## src/swab_pkg.sv

```systemverilog
// Types and constants for the acknowledgement-window beacon gateway
`timescale 1ns / 1ps
package swab_pkg;

   typedef enum logic [1:0] {
      OP_TICK   = 2'd0,
      OP_PACKET = 2'd1,
      OP_CLEAR  = 2'd2
   } op_type;

   typedef enum logic [1:0] {
      CSR_BEACON_INTERVAL = 2'd0,
      CSR_WINDOW_SPAN     = 2'd1,
      CSR_IDLE_LIMIT      = 2'd2
   } csr_index_type;

   localparam logic KIND_BEACON = 1'b0;
   localparam logic KIND_ACK    = 1'b1;

   localparam logic [7:0]  PAYLOAD_BYTES         = 8'd12;
   localparam logic [15:0] BEACON_INTERVAL_RESET = 16'd1000;
   localparam logic [7:0]  WINDOW_SPAN_RESET     = 8'd10;
   localparam logic [15:0] IDLE_LIMIT_RESET      = 16'd800;

   localparam int FIFO_DEPTH = 4;
   localparam int PTR_W      = $clog2(FIFO_DEPTH);
   localparam int CNT_W      = $clog2(FIFO_DEPTH + 1);

   typedef struct packed {
      logic [1:0]  operation;
      logic [7:0]  payload_length;
      logic [15:0] seq_number;
   } req_type;

   typedef struct packed {
      logic       kind;
      logic [7:0] received_count;
      logic       last;
   } rsp_type;

endpackage

```

## src/seq_window_ack_beacon_gateway.sv

```systemverilog
// Acknowledgement-window gateway with periodic beacon
// Usage:
//   req channel (req_valid / req_stall / req_data) carries ticks, packets
//   and window clears. rsp channel (rsp_valid / rsp_stall / rsp_data)
//   returns beacon and acknowledgement requests, zero to two per item,
//   with last set on the final one of each item.
//   csr_we / csr_index / csr_wdata write the beacon interval, window span
//   and idle limit; write only while the block is idle.
// Timing:
//   An item is decoded and its results written to a four-entry output
//   queue in the cycle it is accepted; results reach rsp_* from the
//   registered queue. One item is accepted per cycle while the queue
//   has room for two results, so the rate is one item per cycle while the
//   receiver keeps up, falling only while items causing two results arrive
//   back to back, since the queue has a single read port.
// Reset: counters, window and queue clear; registers return to 1000,
//   10 and 800. When the receiver stalls, the head result holds and
//   req_stall rises once fewer than two queue slots are free.
`timescale 1ns / 1ps
module seq_window_ack_beacon_gateway (
   input  logic              clock,
   input  logic              reset,
   input  logic              req_valid,
   output logic              req_stall,
   input  swab_pkg::req_type req_data,
   output logic              rsp_valid,
   input  logic              rsp_stall,
   output swab_pkg::rsp_type rsp_data,
   input  logic              csr_we,
   input  logic [1:0]        csr_index,
   input  logic [15:0]       csr_wdata
);
   import swab_pkg::*;

   logic [15:0] beacon_interval_ff;
   logic [7:0]  window_span_ff;
   logic [15:0] idle_limit_ff;

   logic [15:0] tsb_ff, tsb_in;
   logic [15:0] tsp_ff, tsp_in;
   logic [15:0] start_ff, start_in;
   logic [7:0]  count_ff, count_in;

   rsp_type          queue_ff [FIFO_DEPTH];
   logic [PTR_W-1:0] wr_ptr_ff, rd_ptr_ff;
   logic [CNT_W-1:0] fill_ff;

   logic        accept, pop;
   logic [1:0]  n_res;
   rsp_type     res0, res1;
   logic [15:0] tsb_inc, tsp_inc, span, start_new;
   logic [16:0] span_plus;
   logic [7:0]  count_inc;
   logic        beacon, ack_idle;

   assign req_stall = fill_ff > CNT_W'(FIFO_DEPTH - 2);
   assign accept    = req_valid && !req_stall;
   assign rsp_valid = fill_ff != '0;
   assign pop       = rsp_valid && !rsp_stall;
   assign rsp_data  = queue_ff[rd_ptr_ff];

   always_comb begin
      tsb_inc   = (tsb_ff == 16'hFFFF) ? tsb_ff : tsb_ff + 16'd1;
      tsp_inc   = (tsp_ff == 16'hFFFF) ? tsp_ff : tsp_ff + 16'd1;
      beacon    = tsb_inc >= beacon_interval_ff;
      ack_idle  = (count_ff != 8'd0) && (tsp_inc >= idle_limit_ff);
      start_new = (count_ff == 8'd0) ? req_data.seq_number : start_ff;
      count_inc = (count_ff == 8'hFF) ? count_ff : count_ff + 8'd1;
      span      = req_data.seq_number - start_new;
      span_plus = {1'b0, span} + 17'd1;

      tsb_in   = tsb_ff;
      tsp_in   = tsp_ff;
      start_in = start_ff;
      count_in = count_ff;
      n_res    = 2'd0;
      res0     = '{kind: KIND_BEACON, received_count: 8'd0, last: 1'b1};
      res1     = '{kind: KIND_ACK, received_count: count_ff, last: 1'b1};

      case (req_data.operation)
         OP_TICK: begin
            tsb_in = beacon ? 16'd0 : tsb_inc;
            tsp_in = tsp_inc;
            if (ack_idle) begin
               count_in = 8'd0;
            end
            if (beacon && ack_idle) begin
               res0.last = 1'b0;
               n_res     = 2'd2;
            end else if (beacon) begin
               n_res = 2'd1;
            end else if (ack_idle) begin
               res0  = '{kind: KIND_ACK, received_count: count_ff, last: 1'b1};
               n_res = 2'd1;
            end
         end
         OP_PACKET: begin
            if (req_data.payload_length == PAYLOAD_BYTES) begin
               start_in = start_new;
               tsp_in   = 16'd0;
               count_in = count_inc;
               if (span_plus >= {9'd0, window_span_ff}) begin
                  res0     = '{kind: KIND_ACK, received_count: count_inc, last: 1'b1};
                  n_res    = 2'd1;
                  count_in = 8'd0;
               end
            end
         end
         OP_CLEAR: begin
            count_in = 8'd0;
         end
         default: begin
         end
      endcase
   end

   always_ff @(posedge clock) begin
      if (reset) begin
         beacon_interval_ff <= BEACON_INTERVAL_RESET;
         window_span_ff     <= WINDOW_SPAN_RESET;
         idle_limit_ff      <= IDLE_LIMIT_RESET;
      end else if (csr_we) begin
         case (csr_index)
            CSR_BEACON_INTERVAL: beacon_interval_ff <= csr_wdata;
            CSR_WINDOW_SPAN:     window_span_ff     <= csr_wdata[7:0];
            CSR_IDLE_LIMIT:      idle_limit_ff      <= csr_wdata;
            default: begin
            end
         endcase
      end
   end

   always_ff @(posedge clock) begin
      if (reset) begin
         tsb_ff   <= '0;
         tsp_ff   <= '0;
         start_ff <= '0;
         count_ff <= '0;
      end else if (accept) begin
         tsb_ff   <= tsb_in;
         tsp_ff   <= tsp_in;
         start_ff <= start_in;
         count_ff <= count_in;
      end
   end

   // results of one transfer go in together, head leaves on each output transfer
   always_ff @(posedge clock) begin
      if (reset) begin
         wr_ptr_ff <= '0;
         rd_ptr_ff <= '0;
         fill_ff   <= '0;
      end else begin
         wr_ptr_ff <= wr_ptr_ff + (accept ? PTR_W'(n_res) : PTR_W'(0));
         rd_ptr_ff <= rd_ptr_ff + PTR_W'(pop);
         fill_ff   <= fill_ff + (accept ? CNT_W'(n_res) : CNT_W'(0)) - CNT_W'(pop);
      end
   end

   always_ff @(posedge clock) begin
      if (accept && n_res != 2'd0) begin
         queue_ff[wr_ptr_ff] <= res0;
      end
      if (accept && n_res == 2'd2) begin
         queue_ff[wr_ptr_ff + PTR_W'(1)] <= res1;
      end
   end

endmodule

```

## config.mk

```make
export PLATFORM = sky130hd
export DESIGN_NAME = seq_window_ack_beacon_gateway
export DESIGN_NICKNAME = d
export VERILOG_FILES = /design/src/swab_pkg.sv /design/src/seq_window_ack_beacon_gateway.sv
export SDC_FILE = /design/constraint.sdc
export NUM_CORES = 1
export LEC_CHECK = 0
export BUFFER_PORTS_ARGS = -buffer_cell sky130_fd_sc_hd__buf_2
export CELL_PAD_IN_SITES_DETAIL_PLACEMENT = 1
export CELL_PAD_IN_SITES_GLOBAL_PLACEMENT = 1
export CORE_MARGIN = 2
export CORE_UTILIZATION = 50
export DETAILED_ROUTE_END_ITERATION = 8
export GPL_ROUTABILITY_DRIVEN = 0
export PLACE_DENSITY_LB_ADDON = 0.1
export SLEW_MARGIN = 20
export SYNTH_ARGS = -nofsm -noshare
export SYNTH_HDL_FRONTEND = slang
export SYNTH_SLANG_ARGS = --single-unit
```

## constraint.sdc

```tcl
create_clock -name clock -period 9.8 [get_ports clock]
set_input_delay 0.49 -clock clock [delete_from_list [all_inputs] [get_ports clock]]
set_output_delay 0.49 -clock clock [all_outputs]
set_load 0.05 [all_outputs]
```

# [Yosys cells after proc, flatten, opt, wreduce, memory -nomap -nowiden]
# Memory sizes are Yosys's and may differ from the RTL's. A register that Yosys moved wholly into a read port is not among the register bits.
# Index checks and enable logic that the tools add are counted.
[word_totals] register_bits=103 mem_bits_rw=40 wordCells=90 mem_count=1
[memory_table] name="queue_ff" depth=4 word_bits=10 rd=1 rd_ports_with_merged_regs=1 wr=2 line="seq_window_ack_beacon_gateway.sv:44" rtl="rsp_type queue_ff [FIFO_DEPTH];"
[op_classes] addsub=10 n_lt_le_gt_ge=4 n_eq_ne=11 mux=31 reduce_logical=23
[op_table] op="$mux 16" count=5
[op_table] op="$mux 10" count=4
[op_table] op="$add 16x1->16 const B" count=2
[op_table] op="$eq 16x16->1 const B" count=2
[op_table] op="$ge 16x16->1" count=2
[op_table] op="$mux 8" count=4
[op_table] op="$pmux 16 s2" count=1
[op_table] op="$pmux 8 s3" count=1
[op_table] op="$pmux 10 s2" count=1
[op_table] op="$add 16x1->17 const B" count=1
[op_table] op="$ge 17x8->1" count=1
[op_table] op="$sub 16x16->16" count=1
[op_table] op="$mux 1" count=9
[op_table] op="$mux 9" count=1
[op_table] op="$add 8x1->8 const B" count=1
[op_table] op="$eq 8x4->1 const B" count=1
[op_table] op="$eq 8x8->1 const B" count=1
[op_table] op="$logic_not 8->1" count=1
[op_table] op="$mux 2" count=4
[op_table] op="$reduce_and 2->1" count=4
[op_table] op="$reduce_bool 8->1" count=1
[op_table] op="$eq 2x2->1 const B" count=3
[op_table] op="$logic_and 1x1->1" count=6
[op_table] op="$reduce_and 3->1" count=2
[op_table] op="14 further kinds" count=20

# [Logic depth before layout (Yosys ltp)]
# Gate-level depths: netlist (run 1).
[logic_depth] ltp_word=12 ltp_mapped=32 depth_no_buf=29

# [Worst setup path after synthesis (run 1)]
# Ideal clock, no wire load.
[synth_path] path_type="flip-flop to flip-flop" from="register count_ff[0]" to="register fill_ff[1]" setup_ns=0.127 t_arrival_ns=6.463 required_time_ns=9.673 slack_ns=3.210 path_stages_with_launch=28 n_path_buf=2 period_less_slack_ns=6.590 path_cell_list="dfxtp_1 -> inv_1 -> ha_1 -> or4b_4 -> nor2_4 -> buf_2 -> mux2i_1 -> ha_1 -> and3b_1 -> o211a_1 -> a2111oi_4 -> nand4_1 -> xnor2_1 -> ha_1 -> a2111oi_0 -> o21ai_0 -> nor3_1 -> o2111ai_1 -> nor4_1 -> o211a_1 -> a31oi_4 -> clkbuf_1 -> o21ai_0 -> ha_1 -> inv_1 -> ha_1 -> fa_1 -> nor2b_1"
[synth_via] elab_chain_len=11 word_cells_on_any_way=17 classes_between="4 x add/sub; 1 x order compare; 8 x mux; 4 x reduce/logical"
[synth_rtl] element="from (decl)" line="seq_window_ack_beacon_gateway.sv:42" rtl="logic [7:0] count_ff, count_in;"
[synth_rtl] element="from (signal assigned)" line="seq_window_ack_beacon_gateway.sv:143" rtl="count_ff <= count_in;"
[synth_rtl] element="$logic_not 8->1" line="seq_window_ack_beacon_gateway.sv:67" rtl="start_new = (count_ff == 8'd0) ? req_data.seq_number : start_ff;"
[synth_rtl] element="$mux 16" line="seq_window_ack_beacon_gateway.sv:67"
[synth_rtl] element="$sub 16x16->16" line="seq_window_ack_beacon_gateway.sv:69" rtl="span = req_data.seq_number - start_new;"
[synth_rtl] element="$add 16x1->17" line="seq_window_ack_beacon_gateway.sv:70" rtl="span_plus = {1'b0, span} + 17'd1;"
[synth_rtl] element="$ge 17x8->1" line="seq_window_ack_beacon_gateway.sv:102" rtl="if (span_plus >= {9'd0, window_span_ff}) begin"
[synth_rtl] element="$mux 1" line="seq_window_ack_beacon_gateway.sv:102"
[synth_rtl] element="$mux 1" line="seq_window_ack_beacon_gateway.sv:98" rtl="if (req_data.payload_length == PAYLOAD_BYTES) begin"
[synth_rtl] element="$pmux 2 s2 *" line="seq_window_ack_beacon_gateway.sv:80" rtl="case (req_data.operation)"
[synth_rtl] element="$mux 2 *" line="seq_window_ack_beacon_gateway.sv:156" rtl="fill_ff <= fill_ff + (accept ? CNT_W'(n_res) : CNT_W'(0)) - CNT_W'(pop);"
[synth_rtl] element="$add 3x2->3 *" line="seq_window_ack_beacon_gateway.sv:156"
[synth_rtl] element="$sub 3x1->3 *" line="seq_window_ack_beacon_gateway.sv:156"
[synth_rtl] element="to (signal assigned)" line="seq_window_ack_beacon_gateway.sv:156"
[synth_rtl] element="to (decl)" line="seq_window_ack_beacon_gateway.sv:46" rtl="logic [CNT_W-1:0] fill_ff;"
# Every way passes the cells marked *; elsewhere a longest branch is shown, timed or not.
# A chain may end at the register's enable or synchronous reset.

# [Worst setup path in the final report (run 1)]
# Ends and elaborated chain as after synthesis.

==> flow_summary_export.csv, run 1 <==
group,metric,value,unit
global_routing,grt_antenna_before_repair,0,
yosys,postSynth.asyncResetShare,0,
yosys,synth-seq-cells,143,
final_layout,areaGrowthSynthToFinish,10.4,%
placement,half_perimeter_wire_length_after_detailed_placement,18900,um
clock_network,tritoncts_num_sinks,143,
clock_network,cts-root-buf,"clkbuf_16",
setup_path,cp.arrival,7.96,ns
final_layout,final_cell_mix,"120 x nand2_1, 120 x nor2_1, 111 x dfxtp_1",
power_and_ir_drop,powerDensity,149,nW/um2
route,drt-pass1-iter-count,5,
sta,slew_violations,0,
sta,clock.fmax,130,MHz
yosys,synthMuxAreaShare,0.0456,
global_routing,via_count_of_the_first_global_routing_pass,8213,
clock_network,cts.reportedPaths.clkPinSlew,0.06,ns
sta,final_setup_skew,0.00930,ns
setup_path,timing.critical_path.from,"count_ff[0]",
final_layout,num-nets-final,1277,
setup_path,cp_slowest_stage_delay,0.58,ns
final_layout,layout.cells.non_filler,1409,
setup_path,crit_path_top_delay_cell,"a2111oi_0",
route,count_of_routing_violations_after_the_opening_detailed_route_iteration,384,
final_layout,n_fill_cell,2263,
floorplan,placement_rows,50,
clock_network,clock_tree_from_tritoncts,"yes",
setup_path,timing.rr.end,"fill_ff[1]",
setup_path,timing.reg2reg.worst_path_depth,26,
final_layout,layout-drive-gt1-share,0.106,
yosys,compound_cell_area_share_of_the_yosys_netlist,0.215,
min_path,hold_path_startpoint,"csr_wdata[3]",
global_routing,grt-ovfl-total,0,
setup_path,startpoint_kind_of_the_worst_setup_timing_path,"register",
sta,final-setup-viol-count,0,
yosys,most_used_flip_flop_cell_after_synthesis,"dfxtp_1",
yosys,netlist-cell-type-count,84,
clock_network,post_cts_hold_buffer_count,0,
sta,slew_at_the_pin_closest_to_its_max_slew_limit,1.07,ns
clock_network,cts_max_path_buffers,2,
route,postRouteAntennaNets,0,
floorplan,die_x,141,um
global_routing,grt_first_pass_wirelength,41600,um
floorplan,core_area,18600,um2
floorplan,initial_utilization,0.505,
clock_network,post-cts-setup-buffer-count,0,
setup_path,critPathKind,"reg -> reg",
yosys,netlist.top_cell.by_area,"dfxtp_1",
route,routedWlPerCell,17.8,um
yosys,synth.avg_cell_area,8.34,um2
yosys,synth_seq_area_share,0.339,
yosys,synth_fa_ha_area_frac,0.0896,
sta,final.period_utilization,0.783,
sta,finalHoldViolations,0,
final_layout,num_antenna_cells,0,
sta,timing.slew.headroom,0.282,
global_routing,track_usage,0.259,
sta,fin_tns_setup,0,ns
yosys,number_of_synthesized_flops_with_an_enable_pin,32,
clock_network,clk_latency,0.43,ns
yosys,synthesized_nets,1241,
outcome,outcome,"finished, final reports clean",
yosys,synth_top_family_by_area,"simple AND/OR/NAND/NOR gates",
clock_network,cts_buffers,17,
global_routing,maximum_number_of_pins_on_one_net_before_global_route_repair,104,
placement,placed_cells,1377,
floorplan,design.die.area,19900,um2
floorplan,die_h,141,um
setup_path,worst_ep_required_time,10.08,ns
yosys,netlist.area_leader.share,0.237,
setup_path,timing.rr.start,"count_ff[0]",
setup_path,critical-path-top-cell-by-count,"ha_1",
yosys,syn_area,9390,um2
yosys,synth.yosys.warnings,0,
flow_run,cap_violations,0,
route,detail_route.vias_per_cell,5.88,
setup_path,r2r_slack,2.12,ns
sta,rsz0062_at_grt,"no",
floorplan,io_pins,61,
yosys,synth_top_cells_by_area,"dfxtp_1 24%, edfxtp_1 10%, ha_1 8.5%",
route,via_count,8286,
setup_path,crit_fanout,17,
yosys,syn-instance-count,1126,
power_and_ir_drop,p_leak,4.19,nW
clock_network,htreeDepth,4,
placement,port_buffers,60,
yosys,parity_gate_share_of_the_synthesized_area_counting_xor_and_xnor_cells,0.0418,
setup_path,worst_setup_path_end_kind,"register",
setup_path,worstSetupEndpoint,"fill_ff[1]",
clock_network,post_cts_resize_count,0,
power_and_ir_drop,power.ir.vdd_worst,0.116,mV
route,drt_wl_total,25100,um
yosys,post_synth_and_or_nand_nor_area_fraction,0.221,
route,remaining_drc_errors,0,
min_path,hold_path.class,"in -> reg",
sta,fin_crit,7.68,ns
## power breakdown
group	switching [mW]	internal, mW	leakage, nW
clock network	0.270	0.323	0.245
logic	0.194	0.116	2.75
registers	0.0220	0.615	1.19
## worst max-delay path: cells and delay by family (launching register included)
kind | cells | cell delay, ns
multiplexers | 1 | 0.32
adder cells (fa/ha/maj) | 6 | 1.62
XOR/XNOR | 2 | 0.35
flip-flops | 1 | 0.35
AND/OR/NAND/NOR | 8 | 2.51
AO/OA/AOI/OAI | 7 | 2.13
buffers and inverters | 2 | 0.26
## sequential cells by signal, indices dropped and copies added (netlist names)
name,cells
beacon_interval_ff,16
start_ff,16
window_span_ff,8
wr_ptr_ff,2
rd_ptr_ff,2
tsp_ff,16
queue_ff,40
fill_ff,3
idle_limit_ff,16
tsb_ff,16
count_ff,8
## how the worst min path moves through the flow
stage,endpoint,depth (start not counted),slack [ns]
2_1_floorplan,beacon_interval_ff[10],2,0.44
3_3_place_gp,idle_limit_ff[4],2,0.44
3_5_place_dp,beacon_interval_ff[14],2,0.45
4_1_cts,beacon_interval_ff[9],2,0.28
5_1_grt,idle_limit_ff[9],2,0.29
6_report,beacon_interval_ff[3],2,0.30
## per-stage QoR
step,area [um2],setup WS (ns),hold slack [ns],utilization,power (mW)
floorplan,9390,3.21,0.436,-,0.876
global placement,9840,2.63,0.444,0.529,0.946
detailed placement,9840,2.22,0.449,0.529,0.958
CTS,10400,2.14,0.285,0.558,1.55
global route,10400,1.51,0.291,0.558,1.61
finish,10400,2.12,0.303,0.558,1.54
## metal layers
metal,vias to the layer above,GRT usage,wire (um)
li1,4131,-,-
met1,3992,0.347,12000
met2,135,0.442,12100
met3,28,0.0394,653
met4,0,0.0632,304
met5,-,0,0
## area by class of cell
cell class | instances | area [um2] | area share
clock buffers | 19 | 433 | 0.0418
flip-flops and latches | 143 | 3180 | 0.307
multi-input cells | 865 | 5760 | 0.555
clock inverters | 13 | 92.6 | 0.00893
well taps | 234 | 293 | 0.0282
inverters | 70 | 263 | 0.0254
repair buffers | 65 | 344 | 0.0332
## synth_stat cells, types with 11 or more instances
cell and instances:
a211o_1 11, a211oi_1 15, a21o_1 24, a21oi_1 97, a22oi_1 20, and3_1 12, clkbuf_1 38, dfxtp_1 111
edfxtp_1 32, ha_1 64, inv_1 70, mux2i_1 18, nand2_1 120, nand2b_1 17, nand3_1 36, nand4_1 16
nor2_1 120, nor2b_1 27, nor3_1 20, o21ai_0 43, o22ai_1 14, o2bb2ai_1 16, xnor2_1 33
## cell families after synthesis
kind of cell | Yosys count
xor+xnor | 44
compound gates | 302
simple gates | 423
fa+ha+maj | 66
flops | 143
mux | 30
buf+inv | 118
(Power assumes the default switching activity.)
==> run 2: changes to the inputs <==
--- a/config.mk
+++ b/config.mk
@@ -5,11 +5,12 @@
 export SDC_FILE = /design/constraint.sdc
 export NUM_CORES = 1
 export LEC_CHECK = 0
+export ABC_AREA = 1
 export BUFFER_PORTS_ARGS = -buffer_cell sky130_fd_sc_hd__buf_2
 export CELL_PAD_IN_SITES_DETAIL_PLACEMENT = 1
 export CELL_PAD_IN_SITES_GLOBAL_PLACEMENT = 1
 export CORE_MARGIN = 2
-export CORE_UTILIZATION = 50
+export CORE_UTILIZATION = 45
 export DETAILED_ROUTE_END_ITERATION = 8
 export GPL_ROUTABILITY_DRIVEN = 0
 export PLACE_DENSITY_LB_ADDON = 0.1
==> constraint.sdc (replaced) <==
create_clock -name clock -period 7.8 [get_ports clock]
set_input_delay 0.39 -clock clock [delete_from_list [all_inputs] [get_ports clock]]
set_output_delay 0.39 -clock clock [all_outputs]
set_load 0.05 [all_outputs]
==> run 2 against run 1 <==
Compared with the run above: synthesized area increased by 1.7%; global-route usage decreased by 1.5 points; cell count increased by 18%; routed wire length increased by 4.7%; first-iteration DRC count decreased by 23%; non-clock buffer count increased by 1; final area increased by 1.4%; sequential cell count unchanged; worst hold slack got worse by 0.096 ns; critical path type unchanged.
==> flow_summary_export.csv, run 2 <==
group,metric,value,unit
yosys,synthMostInstantiatedCell,"nand2_1",
placement,setup_slack_at_placement,1.53,ns
yosys,synth.yosys.warnings,0,
route,routedWlPerCell,15.8,um
clock_network,cts-root-buf,"clkbuf_16",
power_and_ir_drop,power.ir.vdd_worst,0.139,mV
final_layout,num-nets-final,1488,
yosys,synth_seq_area_share,0.334,
setup_path,cp.arrival,6.41,ns
sta,slew_violations,0,
power_and_ir_drop,power_frac_comb,0.416,
flow_run,cap_violations,0,
placement,port_buffers,60,
min_path,hold_path.class,"in -> reg",
setup_path,worst_ep_required_time,7.89,ns
final_layout,areaGrowthSynthToFinish,10.1,%
floorplan,die_h,150,um
clock_network,post_cts_resize_count,0,
clock_network,cts.reportedPaths.clkPinSlew,0.06,ns
yosys,synth.avg_cell_area,7.12,um2
global_routing,grt_first_pass_wirelength,43900,um
power_and_ir_drop,total_switching_power,1.16,mW
final_layout,final_cell_mix,"247 x nand2_1, 178 x inv_1, 122 x nand3_1",
global_routing,grt_antenna_before_repair,0,
yosys,synth_top_cells_by_area,"dfxtp_1 23%, edfxtp_1 10%, nand2_1 9.7%",
setup_path,crit_fanout,13,
final_layout,layout-drive-gt1-share,0.108,
final_layout,largest_reg_flops,40,
route,drt-pass1-iter-count,5,
yosys,synth-seq-cells,143,
yosys,netlist.top_cell.by_area,"dfxtp_1",
final_layout,top_register,"queue_ff",
route,via_count,8863,
yosys,postSynth.asyncResetShare,0,
final_layout,num_antenna_cells,0,
global_routing,maximum_number_of_pins_on_one_net_before_global_route_repair,64,
power_and_ir_drop,power.clock.fraction,0.287,
clock_network,post-cts-setup-buffer-count,0,
sta,final_setup_skew,0.0112,ns
sta,final.period_utilization,0.810,
setup_path,crit_path_top_delay_cell,"nor2_1",
floorplan,io_pins,61,
yosys,most_used_flip_flop_cell_after_synthesis,"dfxtp_1",
clock_network,tritoncts_num_sinks,143,
yosys,number_of_synthesized_flops_with_an_enable_pin,32,
power_and_ir_drop,pwr-share-seq,0.296,
clock_network,post_cts_hold_buffer_count,0,
floorplan,initial_utilization,0.457,
sta,timing.slew.headroom,0.344,
clock_network,cts_max_path_buffers,2,
power_and_ir_drop,swShare,0.416,
route,count_of_routing_violations_after_the_opening_detailed_route_iteration,297,
power_and_ir_drop,p_leak,4.57,nW
setup_path,critical-path-top-cell-by-count,"nand3_1",
sta,fin_tns_setup,0,ns
global_routing,grt-ovfl-total,0,
yosys,netlist-cell-type-count,54,
route,detail_route.vias_per_cell,5.34,
power_and_ir_drop,intPower,1.62,mW
setup_path,worst_setup_path_end_kind,"register",
floorplan,core_area,20900,um2
setup_path,startpoint_kind_of_the_worst_setup_timing_path,"register",
yosys,netlist.area_leader.share,0.233,
sta,clock.fmax,158,MHz
yosys,syn_area,9540,um2
yosys,post_synth_most_frequent_cells,"247 x nand2_1, 178 x inv_1, 122 x nand3_1, 114 x a21oi_1, 111 x dfxtp_1",
route,drt_wl_total,26200,um
sta,final-setup-viol-count,0,
floorplan,placement_rows,53,
clock_network,cts_buffers,17,
final_layout,mostFrequentLayoutCell,"nand2_1",
floorplan,die_x,150,um
global_routing,track_usage,0.244,
sta,slew_at_the_pin_closest_to_its_max_slew_limit,0.980,ns
setup_path,critPathKind,"reg -> reg",
final_layout,multi_input_comb_area,5360,um2
sta,post-route-worst-setup-slack,1.48,ns
global_routing,via_count_of_the_first_global_routing_pass,8947,
route,remaining_drc_errors,0,
floorplan,design.die.area,22400,um2
clock_network,clock_tree_from_tritoncts,"yes",
yosys,synthesized_nets,1456,
sta,fin_crit,6.32,ns
clock_network,htreeDepth,4,
final_layout,n_fill_cell,2739,
final_layout,layout.area.seq,3180,um2
power_and_ir_drop,powerDensity,264,nW/um2
clock_network,clk_latency,0.43,ns
sta,rsz0062_at_grt,"no",
yosys,syn-instance-count,1341,
final_layout,utilization,0.503,
route,postRouteAntennaNets,0,
placement,half_perimeter_wire_length_after_detailed_placement,20200,um
outcome,outcome,"finished, final reports clean",
setup_path,cp_slowest_stage_delay,0.62,ns
sta,finalHoldViolations,0,
-- run 2: changes by cell type in the layout (fill, tap and decap cells not counted), sizes merged, moves of 15 or more --
cell | before | now
inv | 72 | 184
o21ai | 49 | 123
nand2b | 17 | 0
nor2b | 27 | 0
xnor2 | 34 | 12
mux2i | 18 | 2
a211oi | 16 | 1
nand3 | 37 | 129
a21o | 24 | 5
nand2 | 121 | 270
a21oi | 97 | 115
o2bb2ai | 17 | 0
-- run 2: worst max-delay path, delay by kind of cell (launching register included) --
kind	cells	cell delay, ns
buffers and inverters	3	0.28
DFF	1	0.40
xor gates and xnor gates	2	0.41
AOI/OAI and AO/OA	2	0.39
and+or+nand+nor	15	3.29
adders and majority gates	4	1.20
-- run 2: layout make-up --
class | count | share of cell area
multi-input combinational | 957 | 0.510
sequential | 143 | 0.303
inverter | 188 | 0.0677
clock buffer | 22 | 0.0463
timing repair buffer | 66 | 0.0329
tap | 275 | 0.0327
clock inverter | 9 | 0.00786
-- run 2: stage by stage --
stage | power (mW) | hold slack (ns) | instance area (um2) | cells
floorplan | 1.75 | 0.424 | 9540 | 1341
global placement | 1.97 | 0.440 | 9930 | 1629
detailed placement | 2.00 | 0.446 | 9930 | 1629
CTS | 2.81 | 0.195 | 10500 | 1660
global route | 2.99 | 0.208 | 10500 | 1660
finish | 2.78 | 0.207 | 10500 | 1660
-- run 2: metal layers --
metal | share of wire | global-route usage
met5 | 0 | 0
met3 | 0.025 | 0.0302
met1 | 0.47 | 0.321
met4 | 0.018 | 0.0676
met2 | 0.48 | 0.420
-- run 2: logic make-up after synthesis --
family | synth area share
adder cells (fa/ha/maj) | 0.0881
XOR/XNOR | 0.0303
AND/OR/NAND/NOR | 0.276
buffers and inverters | 0.106
AO/OA/AOI/OAI | 0.164
multiplexers | 0.00210
flip-flops | 0.334
-- run 2: final timing paths --
check | startpoint | end | slack [ns] | depth (start not counted)
hold reg to reg | start_ff[10] | start_ff[10] | 0.45 | 2
setup reg to reg | count_ff[0] | queue_ff[0][6] | 1.48 | 26
setup / recovery | count_ff[0] | queue_ff[0][6] | 1.48 | 26
hold / removal | csr_wdata[8] | beacon_interval_ff[8] | 0.21 | 3
-- run 2: power by group through the flow --
stage / clock (mW) / sequential, mW / combinational [mW]
floorplan: 0 / 0.809 / 0.943
global placement: 0 / 0.837 / 1.13
detailed placement: 0 / 0.839 / 1.16
CTS: 0.811 / 0.823 / 1.17
global route: 0.838 / 0.829 / 1.32
finish: 0.798 / 0.823 / 1.16
==> run 3: changes to the inputs <==
--- a/config.mk
+++ b/config.mk
@@ -10,7 +10,7 @@
 export CELL_PAD_IN_SITES_DETAIL_PLACEMENT = 1
 export CELL_PAD_IN_SITES_GLOBAL_PLACEMENT = 1
 export CORE_MARGIN = 2
-export CORE_UTILIZATION = 45
+export CORE_UTILIZATION = 41
 export DETAILED_ROUTE_END_ITERATION = 8
 export GPL_ROUTABILITY_DRIVEN = 0
 export PLACE_DENSITY_LB_ADDON = 0.1
==> constraint.sdc (replaced) <==
create_clock -name clock -period 5.2 [get_ports clock]
set_input_delay 0.26 -clock clock [delete_from_list [all_inputs] [get_ports clock]]
set_output_delay 0.26 -clock clock [all_outputs]
set_load 0.05 [all_outputs]
==> run 3 against run 2 <==
Compared with the run above: via count increased by 1.9%; worst hold slack worse by 0.13 ns; combinational power rose by 76%; register-to-register slack worse by 1.3 ns; non-clock buffer count up 54; final area increased by 7.5%.
==> flow_summary_export.csv, run 3 (synthesis results as in run 2) <==
group,metric,value,unit
final_layout,layout-drive-gt1-share,0.181,
route,routedWlPerCell,15.9,um
sta,final_setup_skew,0.0136,ns
sta,timing.slew.headroom,0.380,
global_routing,grt-ovfl-total,0,
final_layout,final_cell_mix,"243 x nand2_1, 172 x inv_1, 115 x nand3_1",
setup_path,cp_top_family,"simple AND/OR/NAND/NOR gates",
route,remaining_drc_errors,0,
clock_network,clk_latency,0.43,ns
sta,post-route-worst-setup-slack,0.163,ns
global_routing,gr_busiest_metal,"met2",
power_and_ir_drop,power_frac_comb,0.449,
final_layout,top_register,"queue_ff",
clock_network,cts_buffers,17,
sta,slew_at_the_pin_closest_to_its_max_slew_limit,0.926,ns
sta,slew_violations,0,
clock_network,cts.reportedPaths.clkPinSlew,0.07,ns
setup_path,critPathKind,"reg -> reg",
clock_network,tritoncts_num_sinks,143,
sta,fin_crit,5.04,ns
min_path,hold_path.class,"in -> reg",
route,drt-pass1-iter-count,4,
global_routing,via_count_of_the_first_global_routing_pass,9064,
floorplan,io_pins,61,
global_routing,met3_track_demand_over_resource,0.0343,
setup_path,startpoint_kind_of_the_worst_setup_timing_path,"register",
route,count_of_routing_violations_after_the_opening_detailed_route_iteration,326,
floorplan,die_x,157,um
route,postRouteAntennaNets,0,
power_and_ir_drop,powerDensity,403,nW/um2
outcome,outcome,"finished, final reports clean",
floorplan,design.die.area,24500,um2
flow_run,cap_violations,0,
setup_path,timing.rr.start,"count_ff[1]",
floorplan,core_area,22800,um2
sta,final.period_utilization,0.969,
setup_path,critical_path.n_buffers_inverters,5,
setup_path,crit_path_top_delay_cell,"fa_2",
floorplan,initial_utilization,0.419,
sta,final-setup-viol-count,0,
power_and_ir_drop,power.clock.fraction,0.281,
global_routing,maximum_number_of_pins_on_one_net_before_global_route_repair,56,
sta,clock.fmax,199,MHz
route,via_count,9027,
route,drt_wl_total,27900,um
min_path,hold_path_startpoint,"csr_wdata[9]",
power_and_ir_drop,p_leak,4.91,nW
setup_path,cp_slowest_stage_delay,0.43,ns
route,detail_route.vias_per_cell,5.15,
final_layout,multi_input_comb_area,5650,um2
global_routing,grt_first_pass_wirelength,45600,um
setup_path,crit_fanout,3,
final_layout,num_antenna_cells,0,
power_and_ir_drop,power.ir.vdd_worst,0.217,mV
placement,port_buffers,60,
setup_path,critical-path-top-cell-by-count,"nand2_1",
setup_path,worst_ep_required_time,5.49,ns
global_routing,grt_antenna_before_repair,0,
clock_network,clock_tree_from_tritoncts,"yes",
power_and_ir_drop,total_switching_power,1.95,mW
placement,half_perimeter_wire_length_after_detailed_placement,20700,um
clock_network,cts_max_path_buffers,2,
global_routing,grt.met2_usage,0.411,
clock_network,cts-root-buf,"clkbuf_16",
power_and_ir_drop,intPower,2.60,mW
final_layout,mostFrequentLayoutCell,"nand2_1",
final_layout,largest_reg_flops,40,
power_and_ir_drop,swShare,0.428,
final_layout,areaGrowthSynthToFinish,18.4,%
power_and_ir_drop,pwr-share-seq,0.269,
clock_network,htreeDepth,4,
floorplan,die_h,157,um
sta,finalHoldViolations,0,
setup_path,timing.critical_path.from,"count_ff[1]",
global_routing,track_usage,0.232,
final_layout,num-nets-final,1542,
clock_network,post_cts_hold_buffer_count,0,
final_layout,n_fill_cell,2904,
final_layout,utilization,0.496,
final_layout,layout.area.seq,3190,um2
setup_path,worst_setup_path_end_kind,"register",
global_routing,globalRouteMet1Util,0.297,
setup_path,cp.arrival,5.33,ns
floorplan,placement_rows,55,
placement,setup_slack_at_placement,-0.106,ns
run 3: cell type report:
type	instances	area share
multi-input cells	957	0.500
flip-flops and latches	143	0.282
repair buffers	120	0.0665
inverters	188	0.0630
clock buffers	17	0.0377
well taps	313	0.0347
clock inverters	15	0.0156
run 3: what timing repair did:
| action | CTS | global route |
|---|---|---|
| pin swaps | 5 | 25 |
| setup buffers | 2 | 6 |
| gates resized for setup | 11 | 63 |
| setup endpoints to repair | 54 | 74 |
run 3: path summary, 6_finish.rpt:
path	depth (start not counted)	to	slack, ns
worst max register to register	36	fill_ff[1]	0.16
worst min-delay path	3	idle_limit_ff[9]	0.08
worst max-delay path	36	fill_ff[1]	0.16
worst min register to register	2	start_ff[12]	0.46
run 3: routing by layer:
| metal | wire (um) | part of all wire | vias to the layer above |
|---|---|---|---|
| met2 | 13800 | 0.49 | 75 |
| met5 | 0 | 0 | - |
| met3 | 452 | 0.016 | 29 |
| met4 | 429 | 0.015 | 0 |
| met1 | 13200 | 0.47 | 4297 |
| li1 | - | - | 4626 |
run 3: worst reg2reg max path, delay by kind of cell (launching register included):
family / cells / cell delay (ns)
AO/OA/AOI/OAI: 4 / 0.48
XOR/XNOR: 1 / 0.13
adder cells (fa/ha/maj): 7 / 1.71
buffers and inverters: 5 / 0.32
flip-flops: 1 / 0.33
AND/OR/NAND/NOR: 19 / 1.91
run 3: power groups by stage:
| stage | clock (mW) | combinational (mW) | sequential [mW] |
|---|---|---|---|
| 4_1_cts | 1.31 | 1.84 | 1.23 |
| 2_1_floorplan | 0 | 1.42 | 1.21 |
| 6_report | 1.28 | 2.04 | 1.23 |
| 5_1_grt | 1.36 | 2.28 | 1.23 |
| 3_5_place_dp | 0 | 1.80 | 1.25 |
| 3_3_place_gp | 0 | 1.76 | 1.25 |
run 3: metrics by stage:
step | total power [mW] | instances | instance area (um2) | hold WS (ns) | TNS [ns]
global placement | 3.00 | 1713 | 10300 | 0.440 | 0
finish | 4.55 | 1753 | 11300 | 0.0781 | 0
detailed placement | 3.05 | 1713 | 10300 | 0.444 | -0.822
global route | 4.86 | 1753 | 11300 | 0.0742 | -1.13
floorplan | 2.63 | 1341 | 9550 | 0.390 | 0
CTS | 4.38 | 1747 | 11000 | 0.0629 | 0
